`src/hdl/weighted_round_robin_chunk_distributor_top_macros.svh`:
```
// Assertion macros shared by the weighted round-robin distributor RTL.
`ifndef WEIGHTED_ROUND_ROBIN_CHUNK_DISTRIBUTOR_TOP_MACROS_SVH
`define WEIGHTED_ROUND_ROBIN_CHUNK_DISTRIBUTOR_TOP_MACROS_SVH

// Same-cycle implication, sampled on clk and disabled while arst_n is low.
`define WRR_ASSERT_NOW(lbl, ante, cons, msg) \
	lbl: assert property (@(posedge clk) disable iff (!arst_n) (ante) |-> (cons)) \
		else $error(msg);

// Next-cycle implication, sampled on clk and disabled while arst_n is low.
`define WRR_ASSERT_NEXT(lbl, ante, cons, msg) \
	lbl: assert property (@(posedge clk) disable iff (!arst_n) (ante) |=> (cons)) \
		else $error(msg);

`endif

```
`src/hdl/wrrcd_pkg.sv`:
```
// Package with the codes, field widths and default sizes of the work distributor.
package wrrcd_pkg;

	// Default sizes handed to the top-level parameters.
	localparam int DEF_MAX_DEVICES = 8;
	localparam int DEF_MAX_ITEMS   = 4096;

	// Fixed widths of the ports.
	localparam int OP_W      = 2;
	localparam int DEVICE_W  = 3;
	localparam int SCORE_W   = 16;
	localparam int COUNT_W   = 13;
	localparam int STATUS_W  = 2;
	localparam int SLOT_W    = 12;
	localparam int ID_W      = 12;
	localparam int INUSE_W   = 4;
	localparam int DEVCNT_W  = 4;
	localparam int CHUNK_W   = 13;
	localparam int CFG_IDX_W = 2;
	localparam int CFG_DAT_W = 13;

	// Operation codes.
	localparam logic [OP_W-1:0] OP_LOAD  = 2'd0;
	localparam logic [OP_W-1:0] OP_BEGIN = 2'd1;
	localparam logic [OP_W-1:0] OP_NEXT  = 2'd2;
	localparam logic [OP_W-1:0] OP_NONE  = 2'd3;

	// Result status codes.
	localparam logic [STATUS_W-1:0] ST_OK   = 2'd0;
	localparam logic [STATUS_W-1:0] ST_NONE = 2'd1;
	localparam logic [STATUS_W-1:0] ST_OVER = 2'd2;

	// Configuration register indexes.
	localparam logic [CFG_IDX_W-1:0] REG_DEV_COUNT = 2'd0;
	localparam logic [CFG_IDX_W-1:0] REG_CHUNK     = 2'd1;
	localparam logic [CFG_IDX_W-1:0] REG_MODE      = 2'd2;

	// Distribution modes.
	localparam logic MODE_ROUND_ROBIN = 1'b0;
	localparam logic MODE_CONTIGUOUS  = 1'b1;

endpackage

```
`src/hdl/weighted_round_robin_chunk_distributor_top.sv`:
```
// Weighted round-robin distributor of numbered work items over a set of devices.
//
// The block takes one command transaction at a time: start is sampled while busy is low,
// and every command except the unused code 3 answers with exactly one result transaction,
// shown on the result ports for a single cycle while done is high. The receiver cannot
// stall, so it must take every result in the cycle it appears. A weight load answers in the
// cycle after it is taken. A begin whose count does not exceed the device count also answers
// in the cycle after it is taken. Otherwise begin runs a sequencer over the devices with one
// shared 16-bit by count-width multiplier, a multiply state and an accumulate state per
// device, then checks the quota sum, then runs the shared restoring divider (one quotient bit
// per cycle) to split the remainder, and spreads it in a single spread state, with dev_count
// clamped to 1..8. A next command scans the devices for one with room, one device per cycle
// starting at the current device, then in round-robin mode runs the same divider to test
// whether the following id lands on a chunk boundary, and finishes with an update state.
// A next command with nothing pending answers in the cycle after it is taken. Configuration
// writes are always ready and take effect at once; they must only be issued while the block
// is idle. Quotas and the active device count are fixed at begin, while mode and the chunk
// length are read on every next command.
`include "weighted_round_robin_chunk_distributor_top_macros.svh"

module weighted_round_robin_chunk_distributor_top
	import wrrcd_pkg::*;
#(
	parameter int MAX_DEVICES = DEF_MAX_DEVICES,
	parameter int MAX_ITEMS   = DEF_MAX_ITEMS
) (
	input  logic                 clk,
	input  logic                 arst_n,
	// Command channel.
	input  logic                 start,
	output logic                 busy,
	input  logic [OP_W-1:0]      operation,
	input  logic [DEVICE_W-1:0]  device,
	input  logic [SCORE_W-1:0]   score,
	input  logic [COUNT_W-1:0]   count,
	// Result channel.
	output logic                 done,
	output logic [STATUS_W-1:0]  status,
	output logic [DEVICE_W-1:0]  dest_device,
	output logic [SLOT_W-1:0]    slot,
	output logic [ID_W-1:0]      item_id,
	output logic [INUSE_W-1:0]   devices_in_use,
	output logic                 final_res,
	// Configuration write channel.
	input  logic                 cfg_valid,
	output logic                 cfg_ready,
	input  logic [CFG_IDX_W-1:0] cfg_index,
	input  logic [CFG_DAT_W-1:0] cfg_data
);

	// Index of a device, count of devices, count of items and their derived widths.
	localparam int DEV_W   = (MAX_DEVICES > 1) ? $clog2(MAX_DEVICES) : 1;
	localparam int DCNT_W  = $clog2(MAX_DEVICES + 1);
	localparam int CNT_W   = $clog2(MAX_ITEMS + 1);
	localparam int SUM_W   = CNT_W + DCNT_W;
	localparam int PROD_W  = SCORE_W + CNT_W;
	localparam int DIV_W   = CHUNK_W;
	localparam int DCTR_W  = $clog2(CNT_W);

	// Sequencer states.
	localparam logic [3:0] S_IDLE   = 4'd0;
	localparam logic [3:0] S_MUL    = 4'd1;
	localparam logic [3:0] S_ACC    = 4'd2;
	localparam logic [3:0] S_CHECK  = 4'd3;
	localparam logic [3:0] S_DIV    = 4'd4;
	localparam logic [3:0] S_SPREAD = 4'd5;
	localparam logic [3:0] S_SCAN   = 4'd6;
	localparam logic [3:0] S_UPDATE = 4'd7;

	logic [3:0] state_q;

	// Configuration registers.
	logic [DEVCNT_W-1:0] dev_count_q;
	logic [CHUNK_W-1:0]  chunk_len_q;
	logic                mode_q;

	// Distribution state.
	logic [SCORE_W-1:0] weight_q [MAX_DEVICES];
	logic [CNT_W-1:0]   quota_q  [MAX_DEVICES];
	logic [CNT_W-1:0]   fill_q   [MAX_DEVICES];
	logic [CNT_W-1:0]   next_id_q;
	logic [CNT_W-1:0]   total_q;
	logic [DEV_W-1:0]   cur_dev_q;
	logic               running_q;
	logic [DCNT_W-1:0]  active_q;

	// Working registers of the begin and next sequences.
	logic [CNT_W-1:0]   cnt_q;
	logic [DCNT_W-1:0]  n_q;
	logic [DEV_W-1:0]   ptr_q;
	logic [DEV_W-1:0]   scan_k_q;
	logic [DEV_W-1:0]   dev_q;
	logic [SUM_W-1:0]   sum_q;
	logic [PROD_W-1:0]  prod_q;

	// Shared restoring divider: dividend shifts out and quotient shifts in.
	logic [CNT_W-1:0]   dvd_q;
	logic [DIV_W-1:0]   dsr_q;
	logic [DIV_W-1:0]   rem_q;
	logic [DCTR_W-1:0]  div_ctr_q;
	logic               div_for_next_q;

	// Result registers.
	logic                done_q;
	logic [STATUS_W-1:0] status_q;
	logic [DEVICE_W-1:0] dest_device_q;
	logic [SLOT_W-1:0]   slot_q;
	logic [ID_W-1:0]     item_id_q;
	logic [INUSE_W-1:0]  in_use_q;
	logic                final_q;

	// Combinational helpers.
	logic [DEVICE_W:0]   widx_full;
	logic [DEV_W-1:0]    widx;
	logic [CNT_W-1:0]    cnt_sat;
	logic [DCNT_W-1:0]   n_clamp;
	logic [DIV_W:0]      div_cand;
	logic                div_ge;
	logic [DIV_W:0]      div_diff;
	logic [CNT_W-1:0]    fill_sel;
	logic [CNT_W-1:0]    quota_sel;
	logic [CNT_W-1:0]    fill_inc;
	logic [CNT_W-1:0]    id_inc;
	logic [DEV_W-1:0]    dev_wrap;
	logic                stay_dev;
	logic [DCNT_W+INUSE_W-1:0] act_pad;
	logic [CNT_W+INUSE_W-1:0]  cnt_pad;
	logic [CNT_W+SLOT_W-1:0]   slot_pad;
	logic [CNT_W+ID_W-1:0]     id_pad;
	logic [DEV_W+DEVICE_W-1:0] dev_pad;

	assign busy      = (state_q != S_IDLE);
	assign cfg_ready = 1'b1;

	// A weight load folds the device number into the table by repeated subtraction.
	always_comb begin
		widx_full = {1'b0, device};
		for (int i = 0; i < 8; i++) begin
			if (32'(widx_full) >= MAX_DEVICES) begin
				widx_full = widx_full - (DEVICE_W + 1)'(MAX_DEVICES);
			end
		end
		widx = DEV_W'(widx_full);
	end

	// Saturated item count and clamped device count used by begin.
	always_comb begin
		if (32'(count) > MAX_ITEMS) begin
			cnt_sat = CNT_W'(MAX_ITEMS);
		end else begin
			cnt_sat = CNT_W'(count);
		end
		if (dev_count_q == '0) begin
			n_clamp = DCNT_W'(1);
		end else if (32'(dev_count_q) > MAX_DEVICES) begin
			n_clamp = DCNT_W'(MAX_DEVICES);
		end else begin
			n_clamp = DCNT_W'(dev_count_q);
		end
	end

	// One step of the divider.
	always_comb begin
		div_cand = {rem_q, dvd_q[CNT_W-1]};
		div_ge   = (div_cand >= {1'b0, dsr_q});
		div_diff = div_cand - {1'b0, dsr_q};
	end

	// Bookkeeping for the device chosen by a next command.
	always_comb begin
		fill_sel  = fill_q[dev_q];
		quota_sel = quota_q[dev_q];
		fill_inc  = fill_sel + CNT_W'(1);
		id_inc    = next_id_q + CNT_W'(1);
		if (32'(dev_q) + 1 == 32'(active_q)) begin
			dev_wrap = '0;
		end else begin
			dev_wrap = dev_q + DEV_W'(1);
		end
		if (mode_q == MODE_CONTIGUOUS) begin
			stay_dev = 1'b1;
		end else begin
			stay_dev = (rem_q != '0) && (fill_inc < quota_sel);
		end
	end

	// Port-width views of internal values; the model keeps the low bits.
	assign act_pad  = {{INUSE_W{1'b0}}, active_q};
	assign cnt_pad  = {{INUSE_W{1'b0}}, cnt_sat};
	assign slot_pad = {{SLOT_W{1'b0}}, fill_sel};
	assign id_pad   = {{ID_W{1'b0}}, next_id_q};
	assign dev_pad  = {{DEVICE_W{1'b0}}, dev_q};

	// Configuration writes.
	always_ff @(posedge clk or negedge arst_n) begin
		if (!arst_n) begin
			dev_count_q <= DEVCNT_W'(1);
			chunk_len_q <= CHUNK_W'(1);
			mode_q      <= MODE_ROUND_ROBIN;
		end else if (cfg_valid && cfg_ready) begin
			case (cfg_index)
				REG_DEV_COUNT: dev_count_q <= cfg_data[DEVCNT_W-1:0];
				REG_CHUNK:     chunk_len_q <= cfg_data[CHUNK_W-1:0];
				REG_MODE:      mode_q      <= cfg_data[0];
				default: ;
			endcase
		end
	end

	// Sequencer, tables and result registers.
	always_ff @(posedge clk or negedge arst_n) begin
		if (!arst_n) begin
			state_q        <= S_IDLE;
			next_id_q      <= '0;
			total_q        <= '0;
			cur_dev_q      <= '0;
			running_q      <= 1'b0;
			active_q       <= '0;
			done_q         <= 1'b0;
			div_for_next_q <= 1'b0;
			for (int d = 0; d < MAX_DEVICES; d++) begin
				weight_q[d] <= '0;
				quota_q[d]  <= '0;
				fill_q[d]   <= '0;
			end
		end else begin
			done_q <= 1'b0;
			case (state_q)
				S_IDLE: begin
					if (start) begin
						case (operation)
							OP_LOAD: begin
								weight_q[widx] <= score;
								done_q         <= 1'b1;
								status_q       <= ST_OK;
								dest_device_q  <= '0;
								slot_q         <= '0;
								item_id_q      <= '0;
								in_use_q       <= '0;
								final_q        <= 1'b0;
							end
							OP_BEGIN: begin
								cnt_q     <= cnt_sat;
								n_q       <= n_clamp;
								next_id_q <= '0;
								cur_dev_q <= '0;
								for (int d = 0; d < MAX_DEVICES; d++) begin
									fill_q[d] <= '0;
								end
								if (32'(cnt_sat) <= 32'(n_clamp)) begin
									// Few items: one per device from device zero up.
									for (int d = 0; d < MAX_DEVICES; d++) begin
										quota_q[d] <= (d < 32'(cnt_sat)) ? CNT_W'(1) : '0;
									end
									active_q      <= DCNT_W'(cnt_sat);
									total_q       <= cnt_sat;
									running_q     <= 1'b1;
									done_q        <= 1'b1;
									status_q      <= ST_OK;
									dest_device_q <= '0;
									slot_q        <= '0;
									item_id_q     <= '0;
									in_use_q      <= cnt_pad[INUSE_W-1:0];
									final_q       <= 1'b0;
								end else begin
									active_q <= n_clamp;
									ptr_q    <= '0;
									sum_q    <= '0;
									state_q  <= S_MUL;
								end
							end
							OP_NEXT: begin
								if (!running_q || next_id_q >= total_q || active_q == '0) begin
									done_q        <= 1'b1;
									status_q      <= ST_NONE;
									dest_device_q <= '0;
									slot_q        <= '0;
									item_id_q     <= '0;
									in_use_q      <= '0;
									final_q       <= 1'b0;
								end else begin
									ptr_q    <= cur_dev_q;
									scan_k_q <= '0;
									state_q  <= S_SCAN;
								end
							end
							default: ;
						endcase
					end
				end
				S_MUL: begin
					prod_q  <= PROD_W'(weight_q[ptr_q]) * PROD_W'(cnt_q);
					state_q <= S_ACC;
				end
				S_ACC: begin
					quota_q[ptr_q] <= prod_q[SCORE_W +: CNT_W];
					sum_q          <= sum_q + SUM_W'(prod_q[SCORE_W +: CNT_W]);
					if (32'(ptr_q) + 1 == 32'(n_q)) begin
						state_q <= S_CHECK;
					end else begin
						ptr_q   <= ptr_q + DEV_W'(1);
						state_q <= S_MUL;
					end
				end
				S_CHECK: begin
					if (sum_q > SUM_W'(cnt_q)) begin
						// Floored quotas already overshoot the count: abandon the run.
						for (int d = 0; d < MAX_DEVICES; d++) begin
							quota_q[d] <= '0;
						end
						active_q      <= '0;
						total_q       <= '0;
						running_q     <= 1'b0;
						done_q        <= 1'b1;
						status_q      <= ST_OVER;
						dest_device_q <= '0;
						slot_q        <= '0;
						item_id_q     <= '0;
						in_use_q      <= '0;
						final_q       <= 1'b0;
						state_q       <= S_IDLE;
					end else begin
						dvd_q          <= cnt_q - CNT_W'(sum_q);
						dsr_q          <= DIV_W'(n_q);
						rem_q          <= '0;
						div_ctr_q      <= DCTR_W'(CNT_W - 1);
						div_for_next_q <= 1'b0;
						state_q        <= S_DIV;
					end
				end
				S_DIV: begin
					if (div_ge) begin
						rem_q <= div_diff[DIV_W-1:0];
					end else begin
						rem_q <= div_cand[DIV_W-1:0];
					end
					dvd_q <= {dvd_q[CNT_W-2:0], div_ge};
					if (div_ctr_q == '0) begin
						state_q <= div_for_next_q ? S_UPDATE : S_SPREAD;
					end else begin
						div_ctr_q <= div_ctr_q - DCTR_W'(1);
					end
				end
				S_SPREAD: begin
					// The remainder goes out evenly, the leftover to the lowest devices.
					for (int d = 0; d < MAX_DEVICES; d++) begin
						if (d < 32'(n_q)) begin
							quota_q[d] <= quota_q[d] + dvd_q
								+ ((d < 32'(rem_q)) ? CNT_W'(1) : CNT_W'(0));
						end
					end
					total_q       <= cnt_q;
					running_q     <= 1'b1;
					done_q        <= 1'b1;
					status_q      <= ST_OK;
					dest_device_q <= '0;
					slot_q        <= '0;
					item_id_q     <= '0;
					in_use_q      <= act_pad[INUSE_W-1:0];
					final_q       <= 1'b0;
					state_q       <= S_IDLE;
				end
				S_SCAN: begin
					if (fill_q[ptr_q] < quota_q[ptr_q]) begin
						dev_q <= ptr_q;
						if (mode_q == MODE_ROUND_ROBIN) begin
							// Remainder of the following id by the chunk length.
							dvd_q          <= id_inc;
							dsr_q          <= (chunk_len_q == '0) ? DIV_W'(1) : chunk_len_q;
							rem_q          <= '0;
							div_ctr_q      <= DCTR_W'(CNT_W - 1);
							div_for_next_q <= 1'b1;
							state_q        <= S_DIV;
						end else begin
							state_q <= S_UPDATE;
						end
					end else if (32'(scan_k_q) + 1 >= 32'(active_q)) begin
						done_q        <= 1'b1;
						status_q      <= ST_NONE;
						dest_device_q <= '0;
						slot_q        <= '0;
						item_id_q     <= '0;
						in_use_q      <= '0;
						final_q       <= 1'b0;
						state_q       <= S_IDLE;
					end else begin
						scan_k_q <= scan_k_q + DEV_W'(1);
						if (32'(ptr_q) + 1 == 32'(active_q)) begin
							ptr_q <= '0;
						end else begin
							ptr_q <= ptr_q + DEV_W'(1);
						end
					end
				end
				S_UPDATE: begin
					fill_q[dev_q] <= fill_inc;
					next_id_q     <= id_inc;
					cur_dev_q     <= stay_dev ? dev_q : dev_wrap;
					done_q        <= 1'b1;
					status_q      <= ST_OK;
					dest_device_q <= dev_pad[DEVICE_W-1:0];
					slot_q        <= slot_pad[SLOT_W-1:0];
					item_id_q     <= id_pad[ID_W-1:0];
					in_use_q      <= act_pad[INUSE_W-1:0];
					final_q       <= (id_inc == total_q);
					state_q       <= S_IDLE;
				end
				default: begin
					state_q <= S_IDLE;
				end
			endcase
		end
	end

	assign done           = done_q;
	assign status         = status_q;
	assign dest_device    = dest_device_q;
	assign slot           = slot_q;
	assign item_id        = item_id_q;
	assign devices_in_use = in_use_q;
	assign final_res      = final_q;

	// A result only appears once the sequencer is back at rest.
	`WRR_ASSERT_NOW(a_done_idle, done, !busy, "result shown while busy")
	// Ids never run past the total of the current run.
	`WRR_ASSERT_NOW(a_id_bound, 1'b1, next_id_q <= total_q, "next id beyond total")
	// The scan pointer stays among the active devices.
	`WRR_ASSERT_NOW(a_scan_ptr, state_q == S_SCAN, 32'(ptr_q) < 32'(active_q),
		"scan pointer outside active devices")
	// The last item of a run leaves the id counter at the total.
	`WRR_ASSERT_NOW(a_final_total, done && final_res, next_id_q == total_q,
		"final item flagged before total reached")

endmodule
```
`config.mk`:
```
export PLATFORM = sky130hd
export DESIGN_NAME = weighted_round_robin_chunk_distributor_top
export DESIGN_NICKNAME = d
export VERILOG_FILES = /design/src/hdl/wrrcd_pkg.sv /design/src/hdl/weighted_round_robin_chunk_distributor_top.sv
export VERILOG_INCLUDE_DIRS = /design/src /design/src/hdl
export SDC_FILE = /design/constraint.sdc
export NUM_CORES = 2
export LEC_CHECK = 0
export BUFFER_PORTS_ARGS = -buffer_cell sky130_fd_sc_hd__buf_2
export CORE_MARGIN = 2
export CORE_UTILIZATION = 25
export CTS_BUF_LIST = sky130_fd_sc_hd__clkbuf_4 sky130_fd_sc_hd__clkbuf_8
export CTS_CLUSTER_DIAMETER = 30
export CTS_CLUSTER_SIZE = 30
export DETAILED_ROUTE_END_ITERATION = 8
export GPL_TIMING_DRIVEN = 0
export PLACE_DENSITY = 0.38
export SYNTH_ARGS = -nofsm -noshare
export SYNTH_HDL_FRONTEND = slang
export SYNTH_SLANG_ARGS = --single-unit
```
`constraint.sdc`:
```
create_clock -name clk -period 16.45 [get_ports clk]
set_clock_uncertainty 0.1 [all_clocks]
set_input_delay 3.29 -clock clk [delete_from_list [all_inputs] [get_ports clk]]
set_output_delay 3.29 -clock clk [all_outputs]
set_load 0.01 [all_outputs]
```
---- After elaboration in Yosys (flattened, before gate mapping) ----
Index checks and enable logic that the tools add are counted.
storage, ports and cells
  flip-flop bits (word level) ............. 543
  bits of input ports ..................... 53
  word-level logic and storage cells ...... 408
operators by class
  $add $sub $neg .......................... 28
  $mul .................................... 1
  magnitude comparators ................... 39
  eq/ne operators ......................... 46
  mux-type cells .......................... 183
  bitwise operators ....................... 3
  reductions and logical operators ........ 56
operator list
  kind                 number
  $mux 104             6
  $mux 13              36
  $pmux 104 s4         1
  $bwmux 104           2
  $pmux 104 s2         1
  $bmux 13 s3          4
  $bwmux 128           1
  $pmux 12 s5          2
  $pmux 13 s3          3
  $add 13x1->13        8
  $add 13x13->13       8
  $lt 3x13->1 const A  8
  $mux 4               20
  $demux 13 s3         2
  $mux 12              6
  $mux 3               23
  $reduce_and 6->1     10
  $lt 1x13->1 const A  4
  $lt 2x13->1 const A  4
  $pmux 13 s2          2
  $mux 17              3
  $bmux 16 s3          1
  $demux 16 s3         1
  $mux 16              3
  69 further kinds     197

---- Logic depth before layout (Yosys ltp) ----
  word-level depth ........................ 10
  gate-level depth with buffers ........... 30
  gate-level depth less buffers ........... 26

---- Worst setup path after synthesis ----
OpenSTA, ideal clock, no wires.
  path type ............................... in2reg
  start point ............................. input count[12]
  end point ............................... register dest_device_q[0], in the netlist dest_device[0] (enable)
  library setup time ...................... 484 ps
  data arrival time ....................... 7666 ps
  setup slack ............................. 8200 ps
  cell stages on the path ................. 12
  path buffers ............................ 1
  cell sequence ........................... nand2b_1 > inv_1 > ha_1 > nor2b_1 > o21a_1 > o21a_1 > o21ai_1 > nand2_1 > clkbuf_1 > a21oi_1 > o21ai_0 > nor4_1
on the way
  longest elaborated chain between the ends .. 5
ends and longest elaborated chain
  element                     line                                               RTL
  from (decl)                 weighted_round_robin_chunk_distributor_top.sv:35   input logic [COUNT_W-1:0] count,
  $gt 13x13->1                weighted_round_robin_chunk_distributor_top.sv:148  if (32'(count) > MAX_ITEMS) begin
  $mux 13                     weighted_round_robin_chunk_distributor_top.sv:148
  net cnt_sat[1]              weighted_round_robin_chunk_distributor_top.sv:115  logic [CNT_W-1:0] cnt_sat;
  $le 13x4->1                 weighted_round_robin_chunk_distributor_top.sv:250  if (32'(cnt_sat) <= 32'(n_clamp)) begin
  $ne 3x3->1 (no line)        -
  $reduce_and 9->1 (no line)  -
  to (signal assigned)        weighted_round_robin_chunk_distributor_top.sv:401  dest_device_q <= dev_pad[DEVICE_W-1:0];
  to (decl)                   weighted_round_robin_chunk_distributor_top.sv:106  logic [DEVICE_W-1:0] dest_device_q;
The timed path passes the listed nets, and every way through them passes these cells.
A chain may end at the register's enable or synchronous reset.

---- Worst setup path in the final report ----
  start point ............................. register ptr_q[1]
  end point ............................... register prod_q[27], data pin
on the way
  longest elaborated chain between the ends .. 5
ends and longest elaborated chain
  element                                      line                                               RTL
  from (decl)                                  weighted_round_robin_chunk_distributor_top.sv:90   logic [DEV_W-1:0] ptr_q;
  from (signal assigned)                       weighted_round_robin_chunk_distributor_top.sv:282  ptr_q <= cur_dev_q;
  from (signal assigned)                       weighted_round_robin_chunk_distributor_top.sv:301  ptr_q <= ptr_q + DEV_W'(1);
  from (signal assigned)                       weighted_round_robin_chunk_distributor_top.sv:391  ptr_q <= ptr_q + DEV_W'(1);
  $not 3->4 (not written as such)              weighted_round_robin_chunk_distributor_top.sv:292  prod_q <= PROD_W'(weight_q[ptr_q]) * PROD_W'(cnt_q);
  $bmux 16 s3                                  weighted_round_robin_chunk_distributor_top.sv:292
  $mux 16 (not written as such) (2 in series)  weighted_round_robin_chunk_distributor_top.sv:292
  $mul 16x13->29                               weighted_round_robin_chunk_distributor_top.sv:292
  to (signal assigned)                         weighted_round_robin_chunk_distributor_top.sv:292
  to (decl)                                    weighted_round_robin_chunk_distributor_top.sv:94   logic [PROD_W-1:0] prod_q;
No other way between the ends. The select of a mux whose other input is x is not followed.

==> impl_metrics.ini <==
[yosys]
async_flop_share = 0.747
yosysWarnings = 0
ys.flop_type = dfrtp_1
yosys.area.top_type = dfrtp_1
synth_cells = 3992
netlist_top_cells_count = 411 x nand2_1, 391 x dfrtp_1, 298 x inv_1
synth_top_area_share = 0.251
synthMostInstantiatedCell = nand2_1
ys_top_cells_by_area = dfrtp_1 25%, edfxtp_1 10%, fa_1 8.8%
avgSynthCellArea_um2 = 9.75
synthesis.nets = 4481
synth_seq_cells = 526
ys_types = 99
synth_area_um2 = 38900
synth_edf_count = 133
ys_seq_area_frac = 0.355

[detailed_routing]
drtPass1Iterations = 6
vias_per_cell = 5.15
drt_iter0_markers = 2950
num_vias = 33300
final_antenna_net_count = 0
avgRoutedWirePerCell_um = 26.3
drc = 0
wl_mm = 170

[worst_setup_path]
r2r_setup_slack_ps = 5870
r2r_start = ptr_q[1]
worst_ep_required_time_ps = 16970
crit_start = ptr_q[1]
cp_slowest_cell = buf_1
max_stage_delay_ps = 1090
worst_setup_path_endpoint = prod_q[27]
worstRegToRegCells = 27
worstSetupPathType = register to register
r2r_end = prod_q[27]
end_kind = register
cp.arrival_ps = 11100
start_kind = register
cp_max_fo = 10
crit_top_cell = fa_1

[clocking]
clock_latency_ps = 900
cts_max_path_buffers = 3
cts_resized = 0
cts_setup_buffers = 0
htree_num_levels = 4
cts_root_buf = clkbuf_8
clock-sinks = 526
path_clk_slew_ps = 50
numCtsBuffers = 172
cts_tree = built
cts_hold_buffers = 0

[sta]
slew_viol_final = 0
tightest_slew_ps = 1500
post-route-period-util = 0.643
setup_viol = 0
fin_crit_ps = 10580
hold_slack_ps = 400
finalHoldViolCount = 0
slew_headroom = 0.000735
rsz0062_at_grt = no
max_freq_mhz = 94.6
setup-tns-final_ps = 0

[power]
pwr-share-comb = 0.465
p_int_mw = 4.60
power_density_nw_per_um2 = 177
p_sw_frac = 0.437
seq_power_share = 0.254
p_clk_frac = 0.281
p_switching_mw = 3.57
p_leak_nw = 20.2
ir_worst_vdd_mv = 0.263

[min_path]
hp-class = register to register

[floorplan]
die_area_um2 = 159000
io_pins = 90
die_y_um = 399
start_util = 0.252
core.rowCount = 144
coreArea_um2 = 154000
die_x_um = 399

[final_layout]
fin_cells = 6462
design_area_um2 = 46200
nets = 4756
area_growth_pct = 18.8
drive_above_1_share = 0.154

[placed_design]
dp_cells = 6137
dpl_cell_area_um2 = 42200
numPortBuffers = 85
gp_congestion = 0.944
dp_hpwl_mm = 127

[outcome]
status = finished, violations left
violations = capacitance limit

[grt]
antenna_found_initial = 9
grt_pass1_wl_mm = 245
grt_pass1_vias = 33800
overflow = 0
grt_max_degree = 106
track_usage = 0.214

[job]
max_cap_viol_count = 1
-- metrics by stage --
stage | util | setup slack [ps] | power [mW]
after floorplan | - | 8200 | 4.46
after global routing | 0.299 | 5500 | 8.79
after CTS | 0.299 | 5710 | 8.25
after detailed placement | 0.273 | 5770 | 5.87
final | 0.299 | 5870 | 8.17
after global placement | 0.271 | -461 | 5.87
-- worst min path at each step --
stage                     cells past startpoint        endpoint           start  slack (ps)
final                                         1    weight_q[64]    weight_q[64]         400
after global routing                          1    weight_q[95]    weight_q[95]         410
after CTS                                     1  div_for_next_q  div_for_next_q         400
after detailed placement                      1     total_q[12]     total_q[12]         390
after global placement                        1  div_for_next_q  div_for_next_q         380
after floorplan                               0        dev_q[1]        ptr_q[1]         350
-- logic make-up (layout without fill, tap and decap cells) --
logic type      Yosys count  after routing  share of synthesized area
flops                   526            526                      0.355
other cells               1              7                  0.0000963
mux                     215            215                     0.0657
compound gates         1034           1034                      0.182
xor+xnor                160            160                     0.0362
fa+ha+maj               436            436                      0.173
buf+inv                 514            934                     0.0516
simple gates           1106           1106                      0.136
-- registers in the layout (all words and copies together) (netlist names), 4 cells and up --
name and count:
total_q 13, fill_q 104, slot 12, prod_q 13, devices_in_use 4, div_ctr_q 4
dsr_q 13, next_id_q 13, item_id 12, dvd_q 13, cnt_q 13, dev_count_q 4
chunk_len_q 13, rem_q 13, active_q 4, n_q 4, sum_q 17, quota_q 104
weight_q 128
-- critical path, delay by kind of cell, from the launching register on --
family | cells | cell delay, ps
AO/OA/AOI/OAI | 8 | 1980
XOR/XNOR | 1 | 150
buffers and inverters | 7 | 2890
adder cells (fa/ha/maj) | 6 | 2950
flip-flops | 1 | 440
AND/OR/NAND/NOR | 5 | 1760
-- cell type report --
class                      instances  area [µm²]
antenna                            6        15.0
buffer                           212         875
clock buffer                     244        3140
clock inverter                    75         861
fill                           16300      108000
inverter                         302        1130
multi-input combinational       2952       23100
sequential                       526       13800
tap                             2044        2560
timing repair buffer             101         683
-- metal layers --
layer  up-vias  part of all wire  track usage
li1      15000                 -            -
met1     16900              0.44        0.283
met2      1133              0.47        0.348
met3       264             0.063       0.0431
met4         0             0.032       0.0708
met5         -                 0            0
-- power by group through the flow --
| stage | Clock, mW | Sequential (mW) | Combinational (mW) |
|---|---|---|---|
| 6_report | 2.30 | 2.07 | 3.80 |
| 5_1_grt | 2.43 | 2.10 | 4.27 |
| 4_1_cts | 2.35 | 2.06 | 3.83 |
| 3_5_place_dp | 0 | 2.08 | 3.79 |
| 3_3_place_gp | 0 | 2.08 | 3.79 |
| 2_1_floorplan | 0 | 1.89 | 2.57 |
-- cell usage in the layout (no fill, tap or decap), drive strengths merged, types with 27 or more instances in the layout --
cell type  Yosys  layout
ha           264     264
fa           172     172
dfrtp        391     391
clkbuf       143     387
o2bb2ai       41      41
o21ai        261     261
xnor2        113     113
mux2         165     165
nand2b        31      31
o22ai         69      69
a21oi        127     127
buf           69     170
a22o          41      41
xor2          47      47
a31oi         53      53
and3          49      49
nor2b         43      43
nor3          71      71
inv          298     312
o21a          31      31
clkinv         4      48
nand3         67      67
a21o          35      35
and2          75      75
a22oi        161     161
mux2i         35      35
a221oi        27      27
nor2         227     227
edfxtp       133     133
nand2        412     412
nand4         34      34
No activity file was read; power rests on OpenSTA's default activity.
